[src/rtl/core/ins_frame_deframer_unit_defines.svh]
// ----------------------------------------------------------------------------
// Assertion macros for the inertial frame deframer
// Concurrent checks clocked on clk, written one use per line.
// ----------------------------------------------------------------------------
`ifndef INS_FRAME_DEFRAMER_UNIT_DEFINES_SVH
`define INS_FRAME_DEFRAMER_UNIT_DEFINES_SVH

// Same-cycle implication, masked while reset is high.
`define IFD_ASSERT_NOW(label, ante, cons) \
  label: assert property (@(posedge clk) disable iff (rst) (ante) |-> (cons)) \
    else $error("ifd check failed");

// Next-cycle implication, evaluated during reset too.
`define IFD_ASSERT_NEXT(label, ante, cons) \
  label: assert property (@(posedge clk) (ante) |=> (cons)) \
    else $error("ifd check failed");

`endif

[src/rtl/core/ifd_pkg.sv]
// ----------------------------------------------------------------------------
// ifd_pkg
// Shared types and constants of the inertial frame deframer.
// ----------------------------------------------------------------------------
package ifd_pkg;

  localparam int unsigned CFG_IDX_W = 2;

  localparam logic [CFG_IDX_W-1:0] CFG_ANGLES_LEN_A = 2'd0;
  localparam logic [CFG_IDX_W-1:0] CFG_ANGLES_LEN_B = 2'd1;
  localparam logic [CFG_IDX_W-1:0] CFG_ANGLES_LEN_C = 2'd2;
  localparam logic [CFG_IDX_W-1:0] CFG_GNSS_LEN     = 2'd3;

  localparam logic [7:0] SYNC_FIRST  = 8'hFA;
  localparam logic [7:0] SYNC_SECOND = 8'hFF;

  localparam logic KIND_ANGLES = 1'b0;
  localparam logic KIND_GNSS   = 1'b1;

  typedef struct packed {
    logic [7:0] angles_len_a;
    logic [7:0] angles_len_b;
    logic [7:0] angles_len_c;
    logic [7:0] gnss_len;
  } cfg_t;

  typedef struct packed {
    logic       frame_kind;
    logic [8:0] byte_offset;
    logic [7:0] data_byte;
    logic [7:0] message_id;
    logic [7:0] frame_length;
    logic       is_last;
    logic [3:0] group_valid;
  } result_t;

endpackage

[src/rtl/core/ifd_channels.sv]
// ----------------------------------------------------------------------------
// ifd channel interfaces
// Valid/ready channels for received bytes and deframed result items.
// ----------------------------------------------------------------------------
interface ifd_byte_if;
  logic       valid;
  logic       ready;
  logic [7:0] rx_byte;

  modport source (output valid, output rx_byte, input ready);
  modport sink   (input valid, input rx_byte, output ready);
endinterface

interface ifd_result_if;
  logic       valid;
  logic       ready;
  logic       frame_kind;
  logic [8:0] byte_offset;
  logic [7:0] data_byte;
  logic [7:0] message_id;
  logic [7:0] frame_length;
  logic       is_last;
  logic [3:0] group_valid;

  modport source (output valid, output frame_kind, output byte_offset, output data_byte,
                  output message_id, output frame_length, output is_last,
                  output group_valid, input ready);
  modport sink   (input valid, input frame_kind, input byte_offset, input data_byte,
                  input message_id, input frame_length, input is_last,
                  input group_valid, output ready);
endinterface

[src/rtl/core/ins_frame_deframer_unit.sv]
// ----------------------------------------------------------------------------
// ins_frame_deframer_unit
// Deframer for the binary inertial-sensor serial stream.
//
// Feed received bytes on rx, one request per byte. The unit hunts for the
// two sync bytes, captures the ID and length bytes, and emits one request on
// frame for every payload byte and for the checksum byte (is_last high).
// Lengths not set in the four length registers drop the frame. Angles frames
// report the four sub-block header checks in group_valid with the checksum.
// Sync, ID and length bytes produce no output.
// A payload byte accepted on rx passes the input register and the frame state
// machine into the result register, from which frame takes its request.
// Throughput: one byte per cycle while frame does not stall, set by the input
// and result registers around the frame state machine.
// Reset clears the state machine, the length registers and both registers'
// valid flags. When frame stalls, the result register holds, then the input
// register fills and rx.ready drops until frame takes the held result.
// Write cfg_* only while the unit has no byte in flight.
// ----------------------------------------------------------------------------
`include "ins_frame_deframer_unit_defines.svh"

module ins_frame_deframer_unit (
  input  logic                            clk,
  input  logic                            rst,
  input  logic                            cfg_we,
  input  logic [ifd_pkg::CFG_IDX_W-1:0]   cfg_index,
  input  logic [7:0]                      cfg_data,
  ifd_byte_if.sink                        rx,
  ifd_result_if.source                    frame
);

  ifd_pkg::cfg_t    cfg;
  ifd_pkg::result_t res;
  logic             res_valid;
  logic             byte_valid;
  logic [7:0]       byte_data;
  logic             out_free;
  logic             advance;
  logic [8:0]       last_offset;
  logic             angles_last;

  always_ff @(posedge clk) begin
    if (rst) begin
      cfg <= '0;
    end else if (cfg_we) begin
      unique case (cfg_index)
        ifd_pkg::CFG_ANGLES_LEN_A: cfg.angles_len_a <= cfg_data;
        ifd_pkg::CFG_ANGLES_LEN_B: cfg.angles_len_b <= cfg_data;
        ifd_pkg::CFG_ANGLES_LEN_C: cfg.angles_len_c <= cfg_data;
        ifd_pkg::CFG_GNSS_LEN:     cfg.gnss_len     <= cfg_data;
        default: ;
      endcase
    end
  end

  assign advance = byte_valid && out_free;

  ifd_byte_reg u_byte_reg (
    .clk        (clk),
    .rst        (rst),
    .rx         (rx),
    .advance    (advance),
    .byte_valid (byte_valid),
    .byte_data  (byte_data)
  );

  ifd_parser u_parser (
    .clk       (clk),
    .rst       (rst),
    .cfg       (cfg),
    .step      (advance),
    .byte_data (byte_data),
    .res_valid (res_valid),
    .res       (res)
  );

  ifd_out_reg u_out_reg (
    .clk      (clk),
    .rst      (rst),
    .load     (advance && res_valid),
    .res      (res),
    .out_free (out_free),
    .frame    (frame)
  );

  assign last_offset = {1'b0, frame.frame_length} + 9'd4;
  assign angles_last = frame.is_last && (frame.frame_kind == ifd_pkg::KIND_ANGLES);

  `IFD_ASSERT_NOW(a_last_offset, frame.valid && frame.is_last, frame.byte_offset == last_offset)
  `IFD_ASSERT_NOW(a_groups_on_last, frame.valid && (frame.group_valid != 4'd0), angles_last)
  `IFD_ASSERT_NOW(a_offset_range, frame.valid, (frame.byte_offset >= 9'd4) && (frame.byte_offset <= last_offset))
  `IFD_ASSERT_NEXT(a_reset_idle, rst, !frame.valid)

endmodule

[src/rtl/core/ifd_byte_reg.sv]
// ----------------------------------------------------------------------------
// ifd_byte_reg
// Input register: captures one received byte and holds it until parsed.
// ----------------------------------------------------------------------------
module ifd_byte_reg (
  input  logic       clk,
  input  logic       rst,
  ifd_byte_if.sink   rx,
  input  logic       advance,
  output logic       byte_valid,
  output logic [7:0] byte_data
);

  logic take;

  assign rx.ready = !byte_valid || advance;
  assign take     = rx.valid && rx.ready;

  always_ff @(posedge clk) begin
    if (rst) begin
      byte_valid <= 1'b0;
    end else if (take) begin
      byte_valid <= 1'b1;
    end else if (advance) begin
      byte_valid <= 1'b0;
    end
  end

  always_ff @(posedge clk) begin
    if (take) begin
      byte_data <= rx.rx_byte;
    end
  end

endmodule

[src/rtl/core/ifd_parser.sv]
// ----------------------------------------------------------------------------
// ifd_parser
// Frame state machine: sync hunt, header capture, payload tagging and
// on-the-fly sub-block header checks for angles frames.
// ----------------------------------------------------------------------------
module ifd_parser (
  input  logic               clk,
  input  logic               rst,
  input  ifd_pkg::cfg_t      cfg,
  input  logic               step,
  input  logic [7:0]         byte_data,
  output logic               res_valid,
  output ifd_pkg::result_t   res
);

  localparam logic [2:0] ST_SYNC1 = 3'd0;
  localparam logic [2:0] ST_SYNC2 = 3'd1;
  localparam logic [2:0] ST_ID    = 3'd2;
  localparam logic [2:0] ST_LEN   = 3'd3;
  localparam logic [2:0] ST_DATA  = 3'd4;

  localparam logic [8:0] COUNT_START = 9'd1;
  localparam logic [8:0] OFFSET_BASE = 9'd3;

  // one match bit per header byte: euler [2:0], acc [4:3], gyro [6:5], baro [8:7]
  function automatic logic [8:0] header_hits(logic [8:0] off, logic [7:0] b);
    logic [8:0] h;
    h = '0;
    case (off)
      9'd4:    h[0] = (b == 8'h20);
      9'd5:    h[1] = (b == 8'h30);
      9'd6:    h[2] = (b == 8'h0C);
      9'd19:   h[3] = (b == 8'h40);
      9'd20:   h[4] = (b == 8'h30);
      9'd34:   h[5] = (b == 8'h80);
      9'd35:   h[6] = (b == 8'h20);
      9'd49:   h[7] = (b == 8'h30);
      9'd50:   h[8] = (b == 8'h10);
      default: h = '0;
    endcase
    return h;
  endfunction

  logic [2:0] state, state_next;
  logic [8:0] count, count_next;
  logic [7:0] held_length, held_length_next;
  logic [7:0] held_id, held_id_next;
  logic       held_kind, held_kind_next;
  logic [8:0] match, match_next;

  logic [8:0] last_count;
  logic [8:0] offset;
  logic       last;
  logic       len_angles;
  logic       len_gnss;

  assign last_count = {1'b0, held_length} + 9'd1;
  assign offset     = count + OFFSET_BASE;
  assign last       = (count == last_count);
  assign len_angles = (byte_data == cfg.angles_len_a) || (byte_data == cfg.angles_len_b) ||
                      (byte_data == cfg.angles_len_c);
  assign len_gnss   = (byte_data == cfg.gnss_len);

  always_comb begin
    state_next       = state;
    count_next       = count;
    held_length_next = held_length;
    held_id_next     = held_id;
    held_kind_next   = held_kind;
    match_next       = match;
    res_valid        = 1'b0;

    res.frame_kind   = held_kind;
    res.byte_offset  = offset;
    res.data_byte    = byte_data;
    res.message_id   = held_id;
    res.frame_length = held_length;
    res.is_last      = last;
    res.group_valid  = '0;

    unique case (state)
      ST_SYNC1: begin
        if (byte_data == ifd_pkg::SYNC_FIRST) state_next = ST_SYNC2;
      end
      ST_SYNC2: begin
        state_next = (byte_data == ifd_pkg::SYNC_SECOND) ? ST_ID : ST_SYNC1;
      end
      ST_ID: begin
        held_id_next = byte_data;
        state_next   = ST_LEN;
      end
      ST_LEN: begin
        held_length_next = byte_data;
        count_next       = COUNT_START;
        match_next       = '0;
        if (len_angles) begin
          held_kind_next = ifd_pkg::KIND_ANGLES;
          state_next     = ST_DATA;
        end else if (len_gnss) begin
          held_kind_next = ifd_pkg::KIND_GNSS;
          state_next     = ST_DATA;
        end else begin
          state_next = ST_SYNC1;
        end
      end
      ST_DATA: begin
        if (count > last_count) begin
          // drop a runaway count and hunt again
          state_next = ST_SYNC1;
          count_next = COUNT_START;
        end else begin
          match_next = match | header_hits(offset, byte_data);
          res_valid  = 1'b1;
          if (last && (held_kind == ifd_pkg::KIND_ANGLES)) begin
            res.group_valid = {&match_next[8:7], &match_next[6:5],
                               &match_next[4:3], &match_next[2:0]};
          end
          if (last) begin
            state_next = ST_SYNC1;
            count_next = COUNT_START;
          end else begin
            count_next = count + 9'd1;
          end
        end
      end
      default: begin
        state_next = ST_SYNC1;
        count_next = COUNT_START;
      end
    endcase
  end

  always_ff @(posedge clk) begin
    if (rst) begin
      state       <= ST_SYNC1;
      count       <= COUNT_START;
      held_length <= '0;
      held_id     <= '0;
      held_kind   <= ifd_pkg::KIND_ANGLES;
      match       <= '0;
    end else if (step) begin
      state       <= state_next;
      count       <= count_next;
      held_length <= held_length_next;
      held_id     <= held_id_next;
      held_kind   <= held_kind_next;
      match       <= match_next;
    end
  end

endmodule

[src/rtl/core/ifd_out_reg.sv]
// ----------------------------------------------------------------------------
// ifd_out_reg
// Result register driving the output channel.
// ----------------------------------------------------------------------------
module ifd_out_reg (
  input  logic             clk,
  input  logic             rst,
  input  logic             load,
  input  ifd_pkg::result_t res,
  output logic             out_free,
  ifd_result_if.source     frame
);

  ifd_pkg::result_t held;

  assign out_free = !frame.valid || frame.ready;

  always_ff @(posedge clk) begin
    if (rst) begin
      frame.valid <= 1'b0;
    end else if (load) begin
      frame.valid <= 1'b1;
    end else if (frame.ready) begin
      frame.valid <= 1'b0;
    end
  end

  always_ff @(posedge clk) begin
    if (load) begin
      held <= res;
    end
  end

  assign frame.frame_kind   = held.frame_kind;
  assign frame.byte_offset  = held.byte_offset;
  assign frame.data_byte    = held.data_byte;
  assign frame.message_id   = held.message_id;
  assign frame.frame_length = held.frame_length;
  assign frame.is_last      = held.is_last;
  assign frame.group_valid  = held.group_valid;

endmodule
[src/flat_wrapper.sv]
// flat-port wrapper written by rule: the top's interface ports become plain ports
module ins_frame_deframer_unit_flat 
  (clk, rst, cfg_we, cfg_index, cfg_data, rx_valid, rx_rx_byte, rx_ready, frame_valid, frame_frame_kind, frame_byte_offset, frame_data_byte, frame_message_id, frame_frame_length, frame_is_last, frame_group_valid, frame_ready);
  ifd_byte_if rx_i ();
  ifd_result_if frame_i ();
  input  logic clk;
  input  logic rst;
  input  logic cfg_we;
  input  logic [ifd_pkg::CFG_IDX_W-1:0] cfg_index;
  input  logic [7:0] cfg_data;
  input wire logic [$bits(rx_i.valid)-1:0] rx_valid;
  input wire logic [$bits(rx_i.rx_byte)-1:0] rx_rx_byte;
  output wire logic [$bits(rx_i.ready)-1:0] rx_ready;
  output wire logic [$bits(frame_i.valid)-1:0] frame_valid;
  output wire logic [$bits(frame_i.frame_kind)-1:0] frame_frame_kind;
  output wire logic [$bits(frame_i.byte_offset)-1:0] frame_byte_offset;
  output wire logic [$bits(frame_i.data_byte)-1:0] frame_data_byte;
  output wire logic [$bits(frame_i.message_id)-1:0] frame_message_id;
  output wire logic [$bits(frame_i.frame_length)-1:0] frame_frame_length;
  output wire logic [$bits(frame_i.is_last)-1:0] frame_is_last;
  output wire logic [$bits(frame_i.group_valid)-1:0] frame_group_valid;
  input wire logic [$bits(frame_i.ready)-1:0] frame_ready;
  assign rx_i.valid = rx_valid;
  assign rx_i.rx_byte = rx_rx_byte;
  assign rx_ready = rx_i.ready;
  assign frame_valid = frame_i.valid;
  assign frame_frame_kind = frame_i.frame_kind;
  assign frame_byte_offset = frame_i.byte_offset;
  assign frame_data_byte = frame_i.data_byte;
  assign frame_message_id = frame_i.message_id;
  assign frame_frame_length = frame_i.frame_length;
  assign frame_is_last = frame_i.is_last;
  assign frame_group_valid = frame_i.group_valid;
  assign frame_i.ready = frame_ready;
  ins_frame_deframer_unit u_core (.clk(clk), .rst(rst), .cfg_we(cfg_we), .cfg_index(cfg_index), .cfg_data(cfg_data), .rx(rx_i), .frame(frame_i));
endmodule
[config.mk]
export PLATFORM = sky130hd
export DESIGN_NAME = ins_frame_deframer_unit_flat
export DESIGN_NICKNAME = d
export VERILOG_FILES = /design/src/rtl/core/ifd_pkg.sv /design/src/rtl/core/ifd_channels.sv /design/src/rtl/core/ins_frame_deframer_unit.sv /design/src/rtl/core/ifd_byte_reg.sv /design/src/rtl/core/ifd_parser.sv /design/src/rtl/core/ifd_out_reg.sv /design/src/flat_wrapper.sv
export VERILOG_INCLUDE_DIRS = /design/src /design/src/rtl/core
export SDC_FILE = /design/constraint.sdc
export NUM_CORES = 1
export LEC_CHECK = 0
export CAP_MARGIN = 20
export CORE_MARGIN = 2
export CORE_UTILIZATION = 55
export DETAILED_ROUTE_END_ITERATION = 12
export DONT_BUFFER_PORTS = 1
export GPL_TIMING_DRIVEN = 1
export PLACE_DENSITY = 0.73
export SLEW_MARGIN = 20
export SYNTH_ARGS = -nofsm -noshare
export SYNTH_HDL_FRONTEND = slang
export SYNTH_SLANG_ARGS = --single-unit
[constraint.sdc]
create_clock -name clk -period 3.2 [get_ports clk]
set_clock_uncertainty 0.05 [all_clocks]
set_input_delay 0.16 -clock clk [delete_from_list [all_inputs] [get_ports clk]]
set_output_delay 0.16 -clock clk [all_outputs]
set_load 0.005 [all_outputs]
# Word-level counts from Yosys, hierarchy flattened
# Cells that the tools add are included.
dict set report totals {
  ff_bits 119
  input_bits 23
  out_inout_bits 41
  word_cells 140
}
dict set report classes {
  n_addsub 3
  n_lt_le_gt_ge 1
  eq_ne 32
  n_mux 47
  n_bitwise 5
  reduce_logical 32
}
# op n
set ops {}
lappend ops {{9-bit by 6-bit equality test with 1-bit output (second input constant)} 4}
lappend ops {{9-bit case mux with 2 select lines} 2}
lappend ops {{1-bit two-way mux} 35}
lappend ops {{8-bit equality test} 4}
lappend ops {{9-bit by 3-bit equality test with 1-bit output (second input constant)} 3}
lappend ops {{9-bit two-way mux} 3}
lappend ops {{8-bit equality test (second input constant)} 3}
lappend ops {{2-bit AND reduction} 10}
lappend ops {{9-bit by 5-bit equality test with 1-bit output (second input constant)} 2}
lappend ops {{8-bit by 6-bit equality test with 1-bit output (second input constant)} 2}
lappend ops {{3-bit two-way mux} 5}
lappend ops {{3-bit case mux with 5 select lines} 1}
lappend ops {{3-bit AND reduction} 4}
lappend ops {{8-bit by 1-bit adder with 9-bit output (second input constant)} 1}
lappend ops {{9-bit by 1-bit adder with 9-bit output (second input constant)} 1}
lappend ops {{9-bit by 2-bit adder with 9-bit output (second input constant)} 1}
lappend ops {{9-bit equality test} 1}
lappend ops {{9-bit > comparator} 1}
lappend ops {{9-bit bitwise OR} 1}
lappend ops {{8-bit by 4-bit equality test with 1-bit output (second input constant)} 1}
lappend ops {{8-bit by 5-bit equality test with 1-bit output (second input constant)} 1}
lappend ops {{8-bit by 7-bit equality test with 1-bit output (second input constant)} 1}
lappend ops {{2-bit nonzero test} 4}
lappend ops {{3-bit by 2-bit equality test with 1-bit output (second input constant)} 2}
lappend ops {{other kinds (14)} 27}

# Logic depth before layout (Yosys ltp)
# Gate-level depths: netlist (run 1).
dict set report logic_depth {
  word_depth 8
  ltp_mapped 12
  ltp_nobuf 11
}

# Hierarchy
# From an unflattened synthesis (run 1), not the netlist that was laid out.
dict set report unflattened {
  hier_cells 553
  area_unflattened_um2 5891.9
}
# module n_inst cells_each area_each_um2 seq_area_each_um2
set by_module_without_submodules {}
lappend by_module_without_submodules {ifd_parser 1 377 3067.9 760.7}
lappend by_module_without_submodules {ins_frame_deframer_unit 1 120 1311.3 640.6}
lappend by_module_without_submodules {ifd_out_reg 1 43 1217.4 1191.1}
lappend by_module_without_submodules {ifd_byte_reg 1 13 295.3 260.2}

# Worst setup path after synthesis (run 1)
# OpenSTA, ideal clock, no wires.
dict set report synth_path {
  path_kind {reg-to-reg}
  from {reg u_core.u_parser.held_length[0]}
  to {reg u_core.u_parser.match[7]}
  setup_time_ps 125
  arrival_time_ps 2894
  required_time_ps 3025
  path_slack_ps 132
  path_stages_with_launch 13
  path_buffers 1
  period_less_slack_ps 3068
  cell_sequence {dfxtp_1 -> ha_1 -> and3_1 -> nand3_1 -> xor2_1 -> ha_1 -> nand2_1 -> nor4_1 -> nor3b_1 -> a31o_2 -> buf_2 -> or4b_1 -> o21ai_0}
}
dict set report synth_via {
  elab_chain_cells 4
}
# item line_no
set synth_rtl {}
lappend synth_rtl {{from (decl)} ifd_parser.sv:46} ;# logic [7:0] held_length, held_length_next;
lappend synth_rtl {{from (signal assigned)} ifd_parser.sv:144} ;# held_length <= held_length_next;
lappend synth_rtl {{8-bit by 1-bit adder with 9-bit output} ifd_parser.sv:57} ;# assign last_count = {1'b0, held_length} + 9'd1;
lappend synth_rtl {{9-bit > comparator} ifd_parser.sv:107} ;# if (count > last_count) begin
lappend synth_rtl {{2-bit != test (no line)} n/a}
lappend synth_rtl {{3-bit AND reduction (no line)} n/a}
lappend synth_rtl {{to (signal assigned)} ifd_parser.sv:147} ;# match <= match_next;
lappend synth_rtl {{to (decl)} ifd_parser.sv:49} ;# logic [8:0] match, match_next;
# Every way passes these cells.
# A chain may end at the register's enable or synchronous reset.

# Worst setup path after layout (run 1)
dict set report layout_path {
  from {reg u_core.u_parser.held_length[1]}
  to {reg u_core.u_parser.match[2]}
}
# Same word-level chain as after synthesis.

==> results of run 1 <==
## cell type report
class / count / share of cell area [%]
tap: 133 / 2.57
inverter: 8 / 0.463
timing repair buffer: 36 / 5.52
clock buffer: 20 / 6.72
multi-input combinational: 355 / 39.0
sequential: 119 / 44.0
clock inverter: 12 / 1.68
## layer usage
metal | up-vias | part of all wire [%]
met5 | - | 0
met4 | 0 | 1.9
met3 | 23 | 5.7
met2 | 130 | 51
met1 | 1930 | 42
li1 | 1874 | -
## how the worst max path moves through the flow
| stage | start | end | slack (ns) | cells past startpoint |
|---|---|---|---|---|
| CTS | u_core.u_parser.held_length[1] | u_core.u_parser.match[2] | 0.19 | 11 |
| finish | u_core.u_parser.held_length[1] | u_core.u_parser.match[2] | 0.16 | 11 |
| global placement | u_core.u_parser.held_length[1] | u_core.u_parser.match[2] | 0.31 | 11 |
| detailed placement | u_core.u_parser.held_length[1] | u_core.u_parser.match[2] | 0.22 | 11 |
| floorplan | u_core.u_parser.held_length[0] | u_core.u_parser.match[7] | 0.13 | 12 |
| global route | u_core.u_parser.held_length[1] | u_core.u_parser.match[2] | 0.02 | 11 |
## what timing repair did
item                                   CTS  global route
setup endpoints to repair                0             2
endpoints found under the hold margin   80             0
hold buffers                            23             0
resized for setup                        0             1
## power groups by stage
stage / Combinational (mW) / Clock [mW] / Sequential, mW
finish: 0.156 / 1.74 / 1.63
detailed placement: 0.111 / 0 / 1.66
floorplan: 0.120 / 0 / 1.64
global route: 0.169 / 1.85 / 1.63
global placement: 0.108 / 0 / 1.66
CTS: 0.154 / 1.77 / 1.63
## registers in the layout, indices dropped and copies added, names as in the netlist
signal / cells
u_core.u_parser.state: 3
u_core.u_byte_reg.byte_valid: 1
u_core.u_parser.match: 9
u_core.u_out_reg.frame.byte_offset: 9
u_core.u_out_reg.frame.is_last: 1
u_core.u_out_reg.frame.valid: 1
u_core.u_out_reg.frame.group_valid: 4
u_core.u_out_reg.frame.frame_length: 8
u_core.u_out_reg.frame.frame_kind: 1
u_core.u_parser.held_id: 8
u_core.u_out_reg.frame.message_id: 8
u_core.u_out_reg.frame.data_byte: 8
u_core.u_parser.held_kind: 1
u_core.u_parser.held_length: 8
u_core.cfg: 32
u_core.u_byte_reg.byte_data: 8
u_core.u_parser.count: 9
## critical path, stage by stage, from the launching register on
cell	delay [ns]
dfxtp_1	0.40
ha_1	0.21
and3_1	0.22
nand3_1	0.11
xor2_1	0.17
ha_1	0.30
nand2_1	0.08
o21ai_0	0.18
a31oi_1	0.17
a31o_2	0.36
or4b_2	0.63
o21ai_0	0.09
## metrics by stage
| stage | instance area (µm²) | setup WS [ns] | hold WS (ns) |
|---|---|---|---|
| floorplan | 5590 | 0.132 | 0.209 |
| global placement | 5680 | 0.309 | 0.198 |
| detailed placement | 5680 | 0.220 | 0.196 |
| CTS | 6480 | 0.188 | 0.0246 |
| global route | 6480 | 0.0157 | 0.0416 |
| finish | 6480 | 0.156 | 0.0352 |
## kinds of logic (layout without fill, tap and decap cells)
family                     count (synthesis)  after routing  share of synthesized area (%)
and+or+nand+nor                          185            185                           17.8
adders and majority gates                 16             16                           3.58
buffers and inverters                     39             76                           3.85
muxes                                     52             52                           9.33
DFF                                      119            119                           51.0
AOI/OAI and AO/OA                         48             48                           6.00
xor gates and xnor gates                  54             54                           8.46
## layout by cell type (no fill, tap or decap), drive strengths merged, types with 12 or more instances in the layout
cell | netlist | layout
dlygate4sd3 | 0 | 22
xor2 | 28 | 28
xnor2 | 26 | 26
mux2i | 51 | 51
nor2 | 82 | 82
nand3 | 12 | 12
clkbuf | 10 | 20
edfxtp | 47 | 47
ha | 16 | 16
a31oi | 12 | 12
dfxtp | 72 | 72
buf | 21 | 14
nand2 | 17 | 17
==> metrics.yaml, run 1 <==
remaining_drc_errors: 0
syn-cell-area_mm2: 0.00559
grt_max_degree: 61
crit_required_ns: 3.60
yosys.area.top_type: "dfxtp_1"
routedWlPerCell_um: 17.9
r2r-end: "u_core.u_parser.match[2]"
grt_remaining_overflow: 0
drv_slew: 0
setup_viol_count_final: 0
setup_tns_ns: 0
ys.flop_type: "dfxtp_1"
critPathLaunchType: "register"
finalWirelength_um: 12200
synthArstFlopShare_pct: 0
place_hpwl_um: 7910
syn-num-nets: 552
drt_iter0_drc: 333
cts-buffers-inserted: 17
finalCritPeriodShare_pct: 95.1
clockBufferDepth: 2
rr_startpoint: "u_core.u_parser.held_length[1]"
min_delay_worst_endpoint: "u_core.cfg[28]"
final_nets: 576
seqCellArea_mm2: 0.00285
power.total_mw: 3.53
cp-end-kind: "register"
h-tree-depth: 4
cap_viol_max_count: 0
cp.arrival_ns: 3.44
globalplace.congestion: 0.922
cts_setup_buffers: 0
core-area_mm2: 0.00982
fp-row-count: 36
ys_seq_area_share_pct: 51.0
reg2reg_depth: 11
multiInputGateArea_mm2: 0.00253
antenna_left: 0
instances_no_fill: 683
pwr-share-comb_pct: 4.4
p_leak_nw: 2.52
grt_pass1_wl_um: 20200
die_w_um: 105
hold_class: "input port to register"
io_buffers: 0
crit_type: "register to register"
slew_headroom_pct: 50.2
grtUsageTotal_pct: 23.7
fin_crit_ns: 3.04
clkPwrFrac_pct: 49.4
final_core_util_pct: 66.0
sequentialPowerShare_pct: 46.2
drt_first_pass_iters: 5
clock-sinks: 119
busiest_layer: "met2"
grt_util_met2_pct: 38.9
p_per_area_mw_per_mm2: 545
clkTransAtPathRegs_ns: 0.06
synthDistinctLibCells: 58
ys_warn_count: 0
p_int_mw: 2.78
hold_violations: 0
synth_top_area_share_pct: 25.8
fmax_mhz: 329
cts_tree: "built"
ir_drop_mv: 0.440
worst_pin_slew_ns: 0.747
hold_depth: 4
grt_pass1_vias: 4046
use_met3_pct: 6.74
r2r_slack_ns: 0.16
syn_area_per_cell_um2: 10.9
ys_seq_elements: 119
synth.most_common_cell: "nor2_1"
antenna_cells: 0
p_sw_share_pct: 21.4
cts-root-buf: "clkbuf_8"
dieArea_mm2: 0.0110
insertion_delay_ns: 0.52
synth-edff-count: 47
synth_area_leaders: "dfxtp_1, edfxtp_1, mux2i_1"
placed_cells: 628
synthCells: 513
use_met1_pct: 29.1
start_util_pct: 57.0
grt_antenna_before_repair: 0
rsz0062_at_grt: "no"
worstPathMaxFanout: 9
hp-start: "cfg_index[1]"
status: "completed"
p_switching_uw: 755
ios: 64
die_height_um: 105
n_fill_cell: 792
netlist_top_cells_count: "nor2_1, dfxtp_1, mux2i_1"
vias_per_cell: 5.79
syn_to_final_growth_pct: 15.9
vias: 3957
drive_gt1_share_pct: 11.3
(Power assumes the default switching activity.)
==> run 2, diff against run 1 <==
--- a/config.mk
+++ b/config.mk
@@ -8,11 +8,11 @@
 export LEC_CHECK = 0
 export CAP_MARGIN = 20
 export CORE_MARGIN = 2
-export CORE_UTILIZATION = 55
+export CORE_UTILIZATION = 57
 export DETAILED_ROUTE_END_ITERATION = 12
 export DONT_BUFFER_PORTS = 1
 export GPL_TIMING_DRIVEN = 1
-export PLACE_DENSITY = 0.73
+export PLACE_DENSITY = 0.75
 export SLEW_MARGIN = 20
 export SYNTH_ARGS = -nofsm -noshare
 export SYNTH_HDL_FRONTEND = slang
==> metrics.yaml, run 2 (same netlist as run 1, synthesis figures left out) <==
rsz0062_at_grt: "no"
remaining_drc_errors: 0  # unchanged
grt_max_degree: 61  # unchanged
drt_first_pass_iters: 5  # unchanged
hold_class: "input port to register"
clkTransAtPathRegs_ns: 0.06  # about the same
grtUsageTotal_pct: 25.1  # +1.4 points
status: "completed"
place_hpwl_um: 7970  # +0.81%
drive_gt1_share_pct: 11.5  # +0.18 points
seqCellArea_mm2: 0.00285  # unchanged
fp-row-count: 36  # unchanged
die_w_um: 103  # -1.7%
pwr-share-comb_pct: 4.0  # -0.4 points
p_per_area_mw_per_mm2: 573  # +5.2%
p_sw_share_pct: 20.5  # -0.83 points
fmax_mhz: 329  # about the same
fin_crit_ns: 3.04  # +0.000134 ns
cp.arrival_ns: 3.44  # about the same
hold_violations: 0  # unchanged
p_switching_uw: 776  # +2.8%
insertion_delay_ns: 0.52  # about the same
worst_pin_slew_ns: 0.699  # -0.0475 ns
crit_required_ns: 3.60  # about the same
largest_register_ffs: 32  # unchanged
finalCritPeriodShare_pct: 95.1  # about the same
grt_pass1_wl_um: 20000  # -1.3%
p_int_mw: 3.00  # +8.1%
n_fill_cell: 729  # -8.0%
cts-buffers-inserted: 17  # unchanged
globalplace.congestion: 0.892  # -3.3%
regMostFlops: "u_core.cfg"
cts_tree: "built"
antenna_left: 0  # unchanged
worstPathMaxFanout: 13  # +4
syn_to_final_growth_pct: 17.8
p_leak_nw: 2.56  # +1.3%
vias_per_cell: 5.76  # -0.63%
dieArea_mm2: 0.0106  # -3.4%
clock-sinks: 119  # unchanged
grt_remaining_overflow: 0  # unchanged
ir_drop_mv: 0.302  # -31%
start_util_pct: 58.0  # +1.1 points
io_buffers: 0  # unchanged
finalWirelength_um: 12000  # -1.7%
setup_viol_count_final: 0  # unchanged
antenna_cells: 0  # unchanged
cp-end-kind: "register"
drv_slew: 0  # unchanged
clkPwrFrac_pct: 52.7  # +3.3 points
core-area_mm2: 0.00964  # -1.8%
ios: 64  # unchanged
cts-root-buf: "clkbuf_8"
routedWlPerCell_um: 17.6  # -1.7%
slew_headroom_pct: 53.4  # +3.2 points
drt_iter0_drc: 332  # -0.30%
critPathLaunchType: "register"
sequentialPowerShare_pct: 43.3  # -2.9 points
cap_viol_max_count: 0  # unchanged
final_nets: 576  # unchanged
final_core_util_pct: 68.4  # +2.4 points
crit_type: "register to register"
setup_tns_ns: 0  # unchanged
layout_common_cells: "nor2_1, dfxtp_1, mux2i_1"
clockBufferDepth: 2  # unchanged
die_height_um: 103  # -1.7%
grt_pass1_vias: 3983  # -1.6%
layout.cells.most_common: "nor2_1"
grt_antenna_before_repair: 0  # unchanged
multiInputGateArea_mm2: 0.00254  # +0.54%
vias: 3932  # -0.63%
h-tree-depth: 4  # unchanged
run 2: cell types whose count changed in the layout (fill, tap and decap cells not counted), sizes merged:
cell / before / now
bufinv: 2 / 5
clkinv: 9 / 6
clkbuf: 20 / 18
clkinvlp: 1 / 3
buf: 14 / 13
dlygate4sd3: 22 / 23
run 2: what timing repair did:
item,4_1_cts,5_1_grt
setup endpoints to repair,0,22
setup buffers,0,0
hold buffers,24,0
hold endpoints to repair,79,0
resized for setup,0,3
run 2: area by class of cell:
type / instances / area share [%]
flip-flops and latches: 119 / 43.3
multi-input cells: 355 / 38.6
clock buffers: 18 / 6.34
repair buffers: 36 / 5.66
clock inverters: 14 / 3.13
well taps: 133 / 2.53
inverters: 8 / 0.456
run 2: metal layers:
metal  vias up  GRT usage, %  share of wire [%]  wire length (µm)
li1       1886             -                  -                 -
met1      1904          30.3                 43              5160
met2       117          41.8                 50              6040
met3        25          6.85                4.7               570
met4         0          11.3                2.0               238
met5         -             0                  0                 0
run 2: power groups by stage:
stage	registers, mW	clock network, mW	logic, mW
after global placement	1.67	0	0.103
after global routing	1.64	2.09	0.164
after detailed placement	1.67	0	0.105
after floorplan	1.64	0	0.120
final	1.64	1.99	0.150
after CTS	1.63	2.02	0.148
run 2: through the flow:
step                      setup WS (ns)  instances  total power, mW  hold WS [ns]  area [µm²]
after floorplan                   0.132        513             1.76         0.209        5590
after global placement            0.258        627             1.77         0.196        5690
after detailed placement          0.135        627             1.77         0.194        5690
after CTS                         0.117        683             3.80        0.0108        6570
after global routing             0.0115        683             3.89        0.0361        6590
final                             0.156        683             3.78        0.0285        6590
run 2: path summary, 6_finish.rpt:
path                                                startpoint                                    to  slack [ns]  cells after the start
worst max register to register  u_core.u_parser.held_length[1]              u_core.u_parser.match[2]        0.16                     11
worst min register to register      u_core.u_parser.held_id[4]  u_core.u_out_reg.frame.message_id[4]        0.38                      0
worst min-delay path                              cfg_index[1]                        u_core.cfg[24]        0.03                      4
worst max-delay path            u_core.u_parser.held_length[1]              u_core.u_parser.match[2]        0.16                     11
run 2: critical path: stages, from the launching register on:
cell and delay [ns]:
dfxtp_1 0.39, ha_1 0.20, and3_1 0.21, nand3_1 0.10, xor2_1 0.16, ha_1 0.30
nand2_1 0.09, o21ai_0 0.18, a31oi_1 0.17, a31o_4 0.36, or4b_2 0.65, o21ai_0 0.09
